**src/rtl/c2d_pkg.sv**
```systemverilog
// ----------------------------------------------------------------------------
// c2d_pkg: shared types and constants for the 2-D convolution engine
// Field widths, configuration register layout, opcodes, controller states and
// the command/status bundles passed between controller and datapath.
// ----------------------------------------------------------------------------
package c2d_pkg;

	// default sizes of the stores
	localparam int unsigned MAP_DEPTH_DEF        = 2048;
	localparam int unsigned WEIGHT_DEPTH_DEF     = 256;
	localparam int unsigned MAX_OUT_CHANNELS_DEF = 4;

	// item field widths
	localparam int OP_W   = 2;
	localparam int ADDR_W = 11;
	localparam int DATA_W = 16;
	localparam int OCH_W  = 2;
	localparam int POS_W  = 5;

	// configuration register widths
	localparam int DIM_W      = 6;
	localparam int ICH_W      = 2;
	localparam int KER_W      = 3;
	localparam int OCNT_W     = 3;
	localparam int CFG_IDX_W  = 3;
	localparam int CFG_DATA_W = 6;

	// arithmetic
	localparam int ACC_W      = 40;
	localparam int PROD_W     = 2 * DATA_W;
	localparam int FRAC_SHIFT = 8;

	// reach of the map and weight walk pointers for any register contents
	localparam int MPTR_W = 14;
	localparam int WPTR_W = 11;

	typedef enum logic [OP_W-1:0] {
		OP_MAP     = 2'd0,
		OP_WEIGHT  = 2'd1,
		OP_BIAS    = 2'd2,
		OP_COMPUTE = 2'd3
	} op_t;

	typedef enum logic [CFG_IDX_W-1:0] {
		REG_IN_ROWS      = 3'd0,
		REG_IN_COLS      = 3'd1,
		REG_IN_CHANNELS  = 3'd2,
		REG_KERNEL_ROWS  = 3'd3,
		REG_KERNEL_COLS  = 3'd4,
		REG_OUT_CHANNELS = 3'd5
	} reg_idx_t;

	typedef struct packed {
		logic [DIM_W-1:0]  in_rows;
		logic [DIM_W-1:0]  in_cols;
		logic [ICH_W-1:0]  in_channels;
		logic [KER_W-1:0]  kernel_rows;
		logic [KER_W-1:0]  kernel_cols;
		logic [OCNT_W-1:0] out_channels;
	} cfg_t;

	localparam cfg_t CFG_RESET = '{
		in_rows:      DIM_W'(28),
		in_cols:      DIM_W'(28),
		in_channels:  ICH_W'(1),
		kernel_rows:  KER_W'(3),
		kernel_cols:  KER_W'(3),
		out_channels: OCNT_W'(2)
	};

	typedef enum logic [2:0] {
		ST_IDLE,
		ST_SETUP1,
		ST_SETUP2,
		ST_SETUP3,
		ST_RUN,
		ST_DRAIN,
		ST_DONE
	} state_t;

	// controller to datapath
	typedef struct packed {
		logic take;      // input transfer this cycle
		logic setup1;    // form map offset and loop products
		logic setup2;    // load walk pointers, preload bias
		logic setup3;    // form weight base address
		logic issue;     // read one map word and weight, advance walk
		logic load_out;  // move result into the output register
	} cmd_t;

	// datapath to controller
	typedef struct packed {
		logic bad;       // requested position outside the output
		logic empty;     // no multiply-accumulate steps
		logic last;      // current step is the final one
		logic busy;      // multiply pipeline still holds steps
	} sts_t;

endpackage

```
**src/rtl/c2d_ctrl.sv**
```systemverilog
// ----------------------------------------------------------------------------
// c2d_ctrl: sequencer for the convolution engine
// Takes input transfers, steps the datapath through setup, the
// multiply-accumulate walk and drain, and owns the output valid flag.
// ----------------------------------------------------------------------------
module c2d_ctrl (
	input  logic                     clk,
	input  logic                     arst_n,
	input  logic                     in_valid,
	output logic                     in_ready,
	input  logic [c2d_pkg::OP_W-1:0] op,
	output logic                     out_valid,
	input  logic                     out_ready,
	input  c2d_pkg::sts_t            sts,
	output c2d_pkg::cmd_t            cmd
);

	c2d_pkg::state_t state_q, state_d;
	logic            out_valid_q;
	logic            out_free;

	assign out_free = !out_valid_q || out_ready;

	// state register
	always_ff @(posedge clk or negedge arst_n) begin
		if (!arst_n) begin
			state_q <= c2d_pkg::ST_IDLE;
		end else begin
			state_q <= state_d;
		end
	end

	// next state and commands
	always_comb begin
		state_d  = state_q;
		cmd      = '0;
		in_ready = 1'b0;
		case (state_q)
			c2d_pkg::ST_IDLE: begin
				in_ready = 1'b1;
				cmd.take = in_valid;
				if (in_valid && c2d_pkg::op_t'(op) == c2d_pkg::OP_COMPUTE) begin
					state_d = c2d_pkg::ST_SETUP1;
				end
			end
			c2d_pkg::ST_SETUP1: begin
				cmd.setup1 = 1'b1;
				state_d    = sts.bad ? c2d_pkg::ST_DONE : c2d_pkg::ST_SETUP2;
			end
			c2d_pkg::ST_SETUP2: begin
				cmd.setup2 = 1'b1;
				state_d    = c2d_pkg::ST_SETUP3;
			end
			c2d_pkg::ST_SETUP3: begin
				cmd.setup3 = 1'b1;
				state_d    = sts.empty ? c2d_pkg::ST_DRAIN : c2d_pkg::ST_RUN;
			end
			c2d_pkg::ST_RUN: begin
				cmd.issue = 1'b1;
				if (sts.last) begin
					state_d = c2d_pkg::ST_DRAIN;
				end
			end
			c2d_pkg::ST_DRAIN: begin
				if (!sts.busy) begin
					state_d = c2d_pkg::ST_DONE;
				end
			end
			c2d_pkg::ST_DONE: begin
				if (out_free) begin
					cmd.load_out = 1'b1;
					state_d      = c2d_pkg::ST_IDLE;
				end
			end
			default: begin
				state_d = c2d_pkg::ST_IDLE;
			end
		endcase
	end

	// output valid: set on load, drop on transfer
	always_ff @(posedge clk or negedge arst_n) begin
		if (!arst_n) begin
			out_valid_q <= 1'b0;
		end else if (cmd.load_out) begin
			out_valid_q <= 1'b1;
		end else if (out_ready) begin
			out_valid_q <= 1'b0;
		end
	end

	assign out_valid = out_valid_q;

`ifndef NO_ASSERTIONS
	a_load_only_when_free: assert property (@(posedge clk) disable iff (!arst_n)
		cmd.load_out |-> (!out_valid_q || out_ready))
		else $error("result loaded over an untaken result");

	a_walk_stops_after_last: assert property (@(posedge clk) disable iff (!arst_n)
		(cmd.issue && sts.last) |=> !cmd.issue)
		else $error("walk issued a step past the last one");

	a_compute_starts_setup: assert property (@(posedge clk) disable iff (!arst_n)
		(in_valid && in_ready && c2d_pkg::op_t'(op) == c2d_pkg::OP_COMPUTE)
		|=> (state_q == c2d_pkg::ST_SETUP1))
		else $error("compute transfer did not start setup");

	a_load_shows_result: assert property (@(posedge clk) disable iff (!arst_n)
		cmd.load_out |=> (out_valid_q && state_q == c2d_pkg::ST_IDLE))
		else $error("loaded result not presented");
`endif

endmodule

```
**config.mk**
```make
export PLATFORM = sky130hd
export DESIGN_NAME = c2d_ctrl
export DESIGN_NICKNAME = d
export VERILOG_FILES = /design/src/rtl/c2d_pkg.sv /design/src/rtl/c2d_ctrl.sv
export SDC_FILE = /design/constraint.sdc
export NUM_CORES = 1
export LEC_CHECK = 0
export BUFFER_PORTS_ARGS = -buffer_cell sky130_fd_sc_hd__buf_4
export CELL_PAD_IN_SITES_DETAIL_PLACEMENT = 1
export CELL_PAD_IN_SITES_GLOBAL_PLACEMENT = 1
export CORE_AREA = 4 4 41 43
export DETAILED_ROUTE_END_ITERATION = 6
export DIE_AREA = 0 0 45 47
export PLACE_DENSITY = 0.65
export SETUP_SLACK_MARGIN = 0.3
export SYNTH_ARGS = -nofsm -noshare
export SYNTH_HDL_FRONTEND = slang
export SYNTH_SLANG_ARGS = --single-unit
```
**constraint.sdc**
```tcl
create_clock -name clk -period 1.1 [get_ports clk]
set_input_delay 0.165 -clock clk [delete_from_list [all_inputs] [get_ports clk]]
set_output_delay 0.165 -clock clk [all_outputs]
set_load 0.05 [all_outputs]
```
### After elaboration in Yosys (flattened, before gate mapping)

Index checks and enable logic that the tools add are counted.

| storage, ports and cells | value |
|---|---|
| register bits after elaboration | 4 |

| cells by class | value |
|---|---|
| eq/ne operators | 11 |
| muxes and demuxes | 17 |
| reductions and logical operators | 6 |

Operators with widths:

| cell | number |
|---|---|
| $pmux W3 S7 | 1 |
| $mux W3 | 5 |
| $mux W1 | 11 |
| $eq A3 B3 Y1 const B | 3 |
| $ne A2 B2 Y1 const B | 4 |
| $eq A3 B2 Y1 const B | 2 |
| $reduce_and A4 Y1 | 1 |
| $eq A3 B1 Y1 const B | 1 |
| $logic_not A3 Y1 | 1 |
| $eq A2 B2 Y1 const B | 1 |
| $reduce_bool A2 Y1 | 1 |
| $logic_and A1 B1 Y1 | 1 |
| $logic_not A1 Y1 | 1 |
| $logic_or A1 B1 Y1 | 1 |

### Longest topological paths before layout

Gate-level depths: netlist (run 1).

| depth | value |
|---|---|
| depth after elaboration | 5 |
| depth in mapped cells | 4 |

### Worst setup path before layout (run 1)

No wires, ideal clock.

| timing | value |
|---|---|
| path kind | flip-flop to output port |
| from | register state_q[0] |
| to | output port cmd[5] (netlist bit) |
| arrival time | 1.760 ns |
| setup slack | -0.825 ns |
| stages on the path, launching flop included | 4 |
| path buffers | 1 |
| path through | dfrtp_1 > buf_2 > nor3_2 > and2_1 |

RTL lines:

| what | line | text |
|---|---|---|
| start, declared | c2d_ctrl.sv:18 | `c2d_pkg::state_t state_q, state_d;` |
| start signal, assigned | c2d_ctrl.sv:27 | `state_q <= c2d_pkg::ST_IDLE;` |
| start signal, assigned | c2d_ctrl.sv:29 | `state_q <= state_d;` |
| end, declared | c2d_ctrl.sv:15 | `output c2d_pkg::cmd_t cmd` |

==> metrics.yaml, run 1 <==
synth_edf_count: 0
muxShareOfSynthArea_pct: 0
utilization_pct: 50.1
synth_simple_gate_area_share_pct: 42.5
synth_compound_gate_area_share_pct: 14.6
syn_area_per_cell_um2: 8.56
die_h_um: 47
n_antenna_cell: 0
dp_hpwl_um: 675
layout_commonest_cell: "buf_4"
pre_cts_slack_ns: -0.147
synth.distinct_cells: 20
synth_top_area_cell: "dfrtp_1"
routedWlPerCell_um: 13.1
slew_headroom_pct: 84.3
clk_path_buf_depth: 2
setup_viol: 9
fin_cells: 76
grt_pass1_wl_mm: 1.68
synth_cells: 32
drtIter0Drc: 2
synthAdderAreaFrac_pct: 0
hold_path_startpoint: "op[1]"
startpoint_type: "flop"
grt_pass1_vias: 405
critical_path.slowest_cell: "dfrtp_2"
criticalPathCategory: "reg2out"
peakVddDrop_mv: 1.48
fmax_ghz: 0.722
worstSkewPairLatency_ns: 0.24
final.period_utilization_pct: 126
io_buffers: 17
synth_xor_area_share_pct: 0
synthArstFlopShare_pct: 100
synth_seq_cells: 4
most-common-layout-cells: "buf_4, buf_6, dfrtp_2, buf_8"
numCtsBuffers: 3
power_w: 0.00219
status: "finished with violations"
nets: 72
rsz0062_at_grt: "yes"
switching_share_pct: 47.5
synth_area_um2: 274
violations: "setup timing"
setup_ws_ns: -0.285
wirelength_um: 992
ant_nets: 0
antenna_found_initial: 0
min_path_type: "in2reg"
max_stage_delay_ns: 0.49
gp_congestion: 0.727
fill_cells: 147
pwr-share-seq_pct: 18.7
arrival_ns: 1.22
combPwrFrac_pct: 72.0
drc: 0
powerDensity_nw_per_um2: 3360
dieArea_um2: 2120
clock_sinks: 4
cts.clk_slew.worst_paths_ns: 0.04
drive_gt1_share_pct: 73.8
critical_path_required_ns: 0.94
critical_path.cell_chain: "nor2b_4 -> and3_4 -> buf_8"
synth_top_family_by_area: "simple AND/OR/NAND/NOR gates"
path_max_fanout: 8
synth-seq-area-share_pct: 36.5
yosys-top-cells-area: "dfrtp_1, nand2_1, nor3b_1"
globalRouteOverflowTotal: 0
yosysTopAreaCellShare_pct: 36.5
viasPerCell: 4.68
p_sw_w: 0.00104
r2r-start: "state_q[1]$_DFFE_PN0P_"
min_period_ns: 1.38
syn2layout_area_growth_pct: 138
worst_pin_slew_ns: 0.235
die_x_um: 45
dr.pass1.iters: 2
cp-end-kind: "output port"
boundaryPins: 18
rows: 13
cts_tree: "built"
grt_usage_pct: 11.9
crit_path_start: "state_q[0]$_DFFE_PN0P_"
power_frac_clock_pct: 9.3
synthFlopType: "dfrtp_1"
cts_max_level: 1
num_vias: 356
core_area_um2: 1300
max_cap_viol_count: 0
start_util_pct: 21.1
grt_max_degree: 9
syn_nets: 42
p_leak_nw: 0.302
clock_skew_ns: 0.000499
clockRootBuffer: "clkbuf_4"
slew_viol_final: 0
placed_cells_incl_taps: 66
hold_viol_final: 0
p_int_w: 0.00115
ys_warn_count: 0
[state kept, by name (all words and copies together), names as in the netlist]
register,cells
state_q,3
out_valid,1
[power by group through the flow]
stage | sequential [W] | combinational (W) | clock, W
floorplan | 0.000355 | 0.000917 | 0
global placement | 0.000383 | 0.00119 | 0
detailed placement | 0.000388 | 0.00120 | 0
CTS | 0.000408 | 0.00154 | 0.000202
global route | 0.000426 | 0.00168 | 0.000223
finish | 0.000411 | 0.00158 | 0.000203
[final cells by class]
cell class | instances | area [um2] | share of cell area [%]
well taps | 15 | 18.8 | 2.88
flip-flops and latches | 4 | 105 | 16.1
repair buffers | 28 | 273 | 41.8
clock buffers | 4 | 26.3 | 4.03
multi-input cells | 25 | 229 | 35.1
[logic make-up (layout without fill, tap and decap cells)]
family	count (synthesis)	count (layout)
buf+inv	3	32
flops	4	4
compound gates	5	5
simple gates	20	20
[through the flow]
step                cell area (um2)  setup TNS, ns  hold WS [ns]
detailed placement              490         -0.743       -0.0356
floorplan                       337          -1.32        -0.131
CTS                             642          -1.88         0.202
global placement                490         -0.689       -0.0377
finish                          652          -1.86         0.205
global route                    652          -2.33         0.221
[layer usage]
metal  track usage [%]  vias up  share of wire, %
met3              2.68        2               3.6
met2              19.2        9                55
met4              12.3        0               2.7
met1              12.4      175                39
li1                  -      170                 -
met5                 0        -                 0
[timing repair]
item                                   4_1_cts  5_1_grt
endpoints found under the hold margin        4        0
buffers inserted                             5        0
pin swaps                                    7        2
setup endpoints to repair                   12       12
hold buffers                                 1        0
gates resized for setup                     23        2
[synthesized netlist by cell type (2+ instances only)]
library cell,n
buf_2,2
nand2_1,4
dfrtp_1,4
nand2b_1,2
nor2b_1,2
nor3b_1,2
nor2_1,2
nor3_1,2
[final timing paths]
path / to / slack [ns] / cells past startpoint
setup / recovery: cmd[0] / -0.28 / 3
hold / removal: state_q[0]$_DFFE_PN0P_ / 0.20 / 3
setup reg to reg: state_q[0]$_DFFE_PN0P_ / -0.06 / 4
hold reg to reg: out_valid$_DFFE_PN0P_ / 0.56 / 2
max in group asynchronous: state_q[0]$_DFFE_PN0P_ / 0.73 / 2
min in group asynchronous: out_valid$_DFFE_PN0P_ / 0.26 / 2
[worst max-delay path: cells and delay by family, from the launching register on]
kind	cells	cell delay, ns
DFF	1	0.49
and+or+nand+nor	2	0.36
buffers and inverters	1	0.14
Note: power is estimated with default switching activity, not from simulation.
==> inputs of run 2 (changes only) <==
--- a/config.mk
+++ b/config.mk
@@ -11,7 +11,8 @@
 export CORE_AREA = 4 4 41 43
 export DETAILED_ROUTE_END_ITERATION = 6
 export DIE_AREA = 0 0 45 47
-export PLACE_DENSITY = 0.65
+export PLACE_DENSITY = 0.58
+export RECOVER_POWER = 25
 export SETUP_SLACK_MARGIN = 0.3
 export SYNTH_ARGS = -nofsm -noshare
 export SYNTH_HDL_FRONTEND = slang
==> metrics.yaml, run 2 (synthesis gave the netlist of run 1 again) <==
status: "finished with violations"
violations: "setup timing"
min_path_type: "in2reg"
powerDensity_nw_per_um2: 3470  # +3.1%
grt_pass1_wl_mm: 2.03  # +21%
drc: 0  # unchanged
core_area_um2: 1300  # unchanged
die_x_um: 45  # unchanged
rsz0062_at_grt: "yes"
slew_viol_final: 0  # unchanged
route.met2.wl_um: 666  # +22%
pre_cts_slack_ns: -0.115  # +0.0327 ns
placed_cells_incl_taps: 71  # +7.6%
grt_max_degree: 8  # -1
clk_path_buf_depth: 2  # unchanged
fmax_ghz: 0.716  # -0.85%
min_period_ns: 1.40  # +0.0119 ns
cts_max_level: 1  # unchanged
drt-met1-wl_um: 456  # +19%
largest_register: "state_q"
most-common-layout-cells: "buf_4, buf_6, nand2_1, dfrtp_2, buf_8"
viasPerCell: 4.81  # +2.8%
cts.clk_slew.worst_paths_ns: 0.04  # about the same
die_h_um: 47  # unchanged
numCtsBuffers: 3  # unchanged
arrival_ns: 1.23  # about the same
ant_nets: 0  # unchanged
slew_headroom_pct: 80.3  # -4.0 points
dr.pass1.iters: 2  # unchanged
gp_congestion: 0.807  # +11%
startpoint_type: "flop"
setup_viol: 10  # +1
drive_gt1_share_pct: 74.2  # +0.47 points
wirelength_mm: 1.21  # +22%
worstSkewPairLatency_ns: 0.24  # about the same
worst_pin_slew_ns: 0.294  # +0.0584 ns
clock_skew_ns: 0.00882  # +0.00832 ns
peakVddDrop_mv: 1.56  # +5.3%
wl_met3_um: 49  # +36%
criticalPathCategory: "reg2out"
fin_tns_setup_ns: -2.19  # -0.333 ns
cp-end-kind: "output port"
largest_register_ffs: 3  # unchanged
drtIter0Drc: 1  # -1
clockRootBuffer: "clkbuf_4"
p_leak_nw: 0.323  # +6.9%
final.period_utilization_pct: 127  # +1.1 points
dp_hpwl_um: 754  # +12%
dieArea_um2: 2120  # unchanged
n_antenna_cell: 0  # unchanged
hold_viol_final: 0  # unchanged
grt_usage_pct: 14.1  # +2.2 points
setup_ws_ns: -0.296  # -0.0119 ns
io_buffers: 17  # unchanged
cts_tree: "built"
routedWlPerCell_um: 14.9  # +14%
num_vias: 390  # +9.6%
critical_path_required_ns: 0.94  # about the same
globalRouteOverflowTotal: 0  # unchanged
fill_cells: 165  # +12%
rows: 13  # unchanged
path_max_fanout: 7  # -1
fin_cells: 81  # +6.6%
max_cap_viol_count: 0  # unchanged
boundaryPins: 18  # unchanged
nets: 77  # +6.9%
clock_sinks: 4  # unchanged
routed.top_layer: "met4"
layout_commonest_cell: "buf_4"
syn2layout_area_growth_pct: 149
antenna_found_initial: 0  # unchanged
grt_pass1_vias: 462  # +14%
start_util_pct: 21.1  # unchanged
-- run 2: changes by cell type in the layout (fill, tap and decap cells not counted), sizes merged --
cell	before	now
clkbuf	4	5
buf	27	31
-- run 2: path summary, 6_finish.rpt --
path	from	endpoint	slack (ns)	cells past startpoint
max	state_q[2]$_DFFE_PN0P_	cmd[4]	-0.30	3
min reg2reg	out_valid$_DFFE_PN0P_	out_valid$_DFFE_PN0P_	0.57	2
max reg2reg	state_q[0]$_DFFE_PN0P_	state_q[2]$_DFFE_PN0P_	-0.09	4
min	out_ready	out_valid$_DFFE_PN0P_	0.22	3
max in group asynchronous	arst_n	state_q[1]$_DFFE_PN0P_	0.59	2
min in group asynchronous	arst_n	out_valid$_DFFE_PN0P_	0.30	2
-- run 2: stage by stage --
step	area (um2)	hold slack, ns	power (W)	util (%)
3_3_place_gp	528	-0.0374	0.00169	40.6
2_1_floorplan	337	-0.131	0.00127	-
3_5_place_dp	528	-0.0362	0.00171	40.6
5_1_grt	682	0.223	0.00251	52.4
6_report	682	0.215	0.00236	52.4
4_1_cts	657	0.191	0.00225	50.5
-- run 2: layout make-up --
| cell class | count | area, um2 | area share, % |
|---|---|---|---|
| multi-input combinational | 25 | 229 | 33.6 |
| timing repair buffer | 33 | 303 | 44.4 |
| sequential | 4 | 105 | 15.4 |
| clock buffer | 4 | 26.3 | 3.85 |
| tap | 15 | 18.8 | 2.75 |
-- run 2: worst max-delay path, stage by stage (launching register included) --
cell and delay [ns]:
dfrtp_2 0.47, buf_6 0.15, nor3b_2 0.20, buf_6 0.18
-- run 2: per-layer routing --
layer	global-route usage (%)	vias up
li1	-	181
met1	13.6	190
met2	26.6	15
met3	2.68	4
met4	10.5	0
met5	0	-
-- run 2: report_power, final --
| group | total (W) | switching [W] | internal [W] |
|---|---|---|---|
| sequential | 0.000408 | 0.000171 | 0.000237 |
| combinational | 0.00175 | 0.000849 | 0.000904 |
| clock | 0.000203 | 0.0000666 | 0.000137 |
| total | 0.00236 | 0.00109 | 0.00128 |
-- run 2: what timing repair did --
item,in CTS,in global routing
pin swaps,1,3
resized for setup,18,4
endpoints found under the hold margin,4,0
buffers inserted,4,1
endpoints found under the setup margin,12,12
hold buffers,1,0
==> inputs of run 3 (changes only) <==
--- a/config.mk
+++ b/config.mk
@@ -12,7 +12,7 @@
 export DETAILED_ROUTE_END_ITERATION = 6
 export DIE_AREA = 0 0 45 47
 export PLACE_DENSITY = 0.58
-export RECOVER_POWER = 25
+export RECOVER_POWER = 100
 export SETUP_SLACK_MARGIN = 0.3
 export SYNTH_ARGS = -nofsm -noshare
 export SYNTH_HDL_FRONTEND = slang
==> metrics.yaml, run 3 (synthesis gave the netlist of run 1 again) <==
hold_path_startpoint: "out_ready"
utilization_pct: 51.8  # -0.58 points
path_max_fanout: 7  # unchanged
slew_viol_final: 0  # unchanged
drc: 0  # unchanged
start_util_pct: 21.1  # unchanged
antenna_found_initial: 0  # unchanged
grt_max_degree: 8  # unchanged
rows: 13  # unchanged
fmax_ghz: 0.716  # about the same
grt_pass1_vias: 462  # unchanged
drtIter0Drc: 1  # unchanged
placed_cells_incl_taps: 71  # unchanged
ant_nets: 0  # unchanged
die_h_um: 47  # unchanged
dr.pass1.iters: 2  # unchanged
gp_congestion: 0.807  # unchanged
crit_path_start: "state_q[2]$_DFFE_PN0P_"
worstSkewPairLatency_ns: 0.24  # about the same
critical_path.slowest_cell: "dfrtp_2"
violations: "setup timing"
grt_usage_pct: 14.1  # unchanged
most-common-layout-cells: "buf_4, buf_6, nand2_1, dfrtp_2"
boundaryPins: 18  # unchanged
criticalPathCategory: "reg2out"
io_buffers: 17  # unchanged
setup_ws_ns: -0.296  # +0.0000540 ns
max_stage_delay_ns: 0.47  # about the same
dieArea_um2: 2120  # unchanged
min_path_type: "in2reg"
syn2layout_area_growth_pct: 146
grt_pass1_wl_mm: 2.03  # unchanged
cts_max_level: 1  # unchanged
cp-end-kind: "output port"
routedWlPerCell_um: 14.9  # -0.25%
cts.clk_slew.worst_paths_ns: 0.04  # about the same
r2r-start: "state_q[0]$_DFFE_PN0P_"
n_antenna_cell: 0  # unchanged
clock_sinks: 4  # unchanged
rsz0062_at_grt: "yes"
min_period_ns: 1.40  # -0.0000540 ns
critical_path_required_ns: 0.94  # about the same
largest_register_ffs: 3  # unchanged
clk_path_buf_depth: 2  # unchanged
critical_path.cell_chain: "buf_6 -> nor3b_2 -> buf_6"
layout_commonest_cell: "buf_4"
arrival_ns: 1.23  # about the same
fin_cells: 81  # unchanged
viasPerCell: 4.81  # unchanged
grt-busiest-layer: "met2"
dp_hpwl_um: 754  # unchanged
nets: 77  # unchanged
core_area_um2: 1300  # unchanged
powerDensity_nw_per_um2: 3460  # -0.25%
setup_viol: 10  # unchanged
critPathTopFamily: "flip-flops"
globalRouteOverflowTotal: 0  # unchanged
whs_ns: 0.215  # -0.0000610 ns
numCtsBuffers: 3  # unchanged
peakVddDrop_mv: 1.56  # about the same
startpoint_type: "flop"
hold_viol_final: 0  # unchanged
clock_skew_ns: 0.00890  # +0.0000797 ns
fin_tns_setup_ns: -2.19  # -0.0000300 ns
clockRootBuffer: "clkbuf_4"
slew_headroom_pct: 80.3  # unchanged
p_leak_nw: 0.321  # -0.62%
met1_usage_pct: 13.6  # unchanged
worst_pin_slew_ns: 0.294  # unchanged
drive_gt1_share_pct: 74.2  # unchanged
path_buf_inv: 2  # unchanged
final.period_utilization_pct: 127  # about the same
met2_usage_pct: 26.6  # unchanged
status: "finished with violations"
critPathMostFrequentCell: "buf_6"
largest_register: "state_q"
num_vias: 390  # unchanged
max_cap_viol_count: 0  # unchanged
cts_tree: "built"
met3_usage_pct: 2.68  # unchanged
die_x_um: 45  # unchanged
wirelength_mm: 1.20  # -0.25%
run 3: area by class of cell:
class / instances / area, um2
well taps: 15 / 18.8
repair buffers: 33 / 295
flip-flops and latches: 4 / 105
clock buffers: 4 / 26.3
fillers: 166 / 627
multi-input cells: 25 / 229
run 3: final timing paths:
kind | depth (start not counted) | end | slack (ns)
worst max-delay path | 3 | cmd[4] | -0.30
worst min-delay path | 3 | out_valid$_DFFE_PN0P_ | 0.22
worst max register to register | 4 | state_q[2]$_DFFE_PN0P_ | -0.09
worst min register to register | 2 | out_valid$_DFFE_PN0P_ | 0.55
max in group asynchronous | 2 | state_q[1]$_DFFE_PN0P_ | 0.58
min in group asynchronous | 2 | out_valid$_DFFE_PN0P_ | 0.30
run 3: stage by stage:
step	total power [W]	instance area, um2	setup slack (ns)
floorplan	0.00127	337	-0.402
global placement	0.00169	528	-0.0999
detailed placement	0.00171	528	-0.115
CTS	0.00225	657	-0.290
global route	0.00247	674	-0.341
finish	0.00233	674	-0.296
run 3: routing by layer:
metal	routed length [um]	share of wire, %	vias up
li1	-	-	181
met1	453	38	190
met2	665	55	15
met3	49	4.1	4
met4	35	2.9	0
met5	0	0	-
run 3: timing repair:
item	CTS	global route
hold buffers	1	0
buffers inserted	4	1
gates resized for setup	18	4
setup endpoints to repair	12	12
endpoints found under the hold margin	4	0
pin swaps	1	3
run 3: tightest hold or removal path, stage by stage:
cell,delay [ns]
buf_4,0.08
nand2b_4,0.12
nand2_1,0.05
run 3: power breakdown:
part / leakage [nW] / switching [W] / internal [W]
clock network: 0.0150 / 0.0000667 / 0.000137
registers: 0.0450 / 0.000165 / 0.000236
logic: 0.261 / 0.000849 / 0.000880
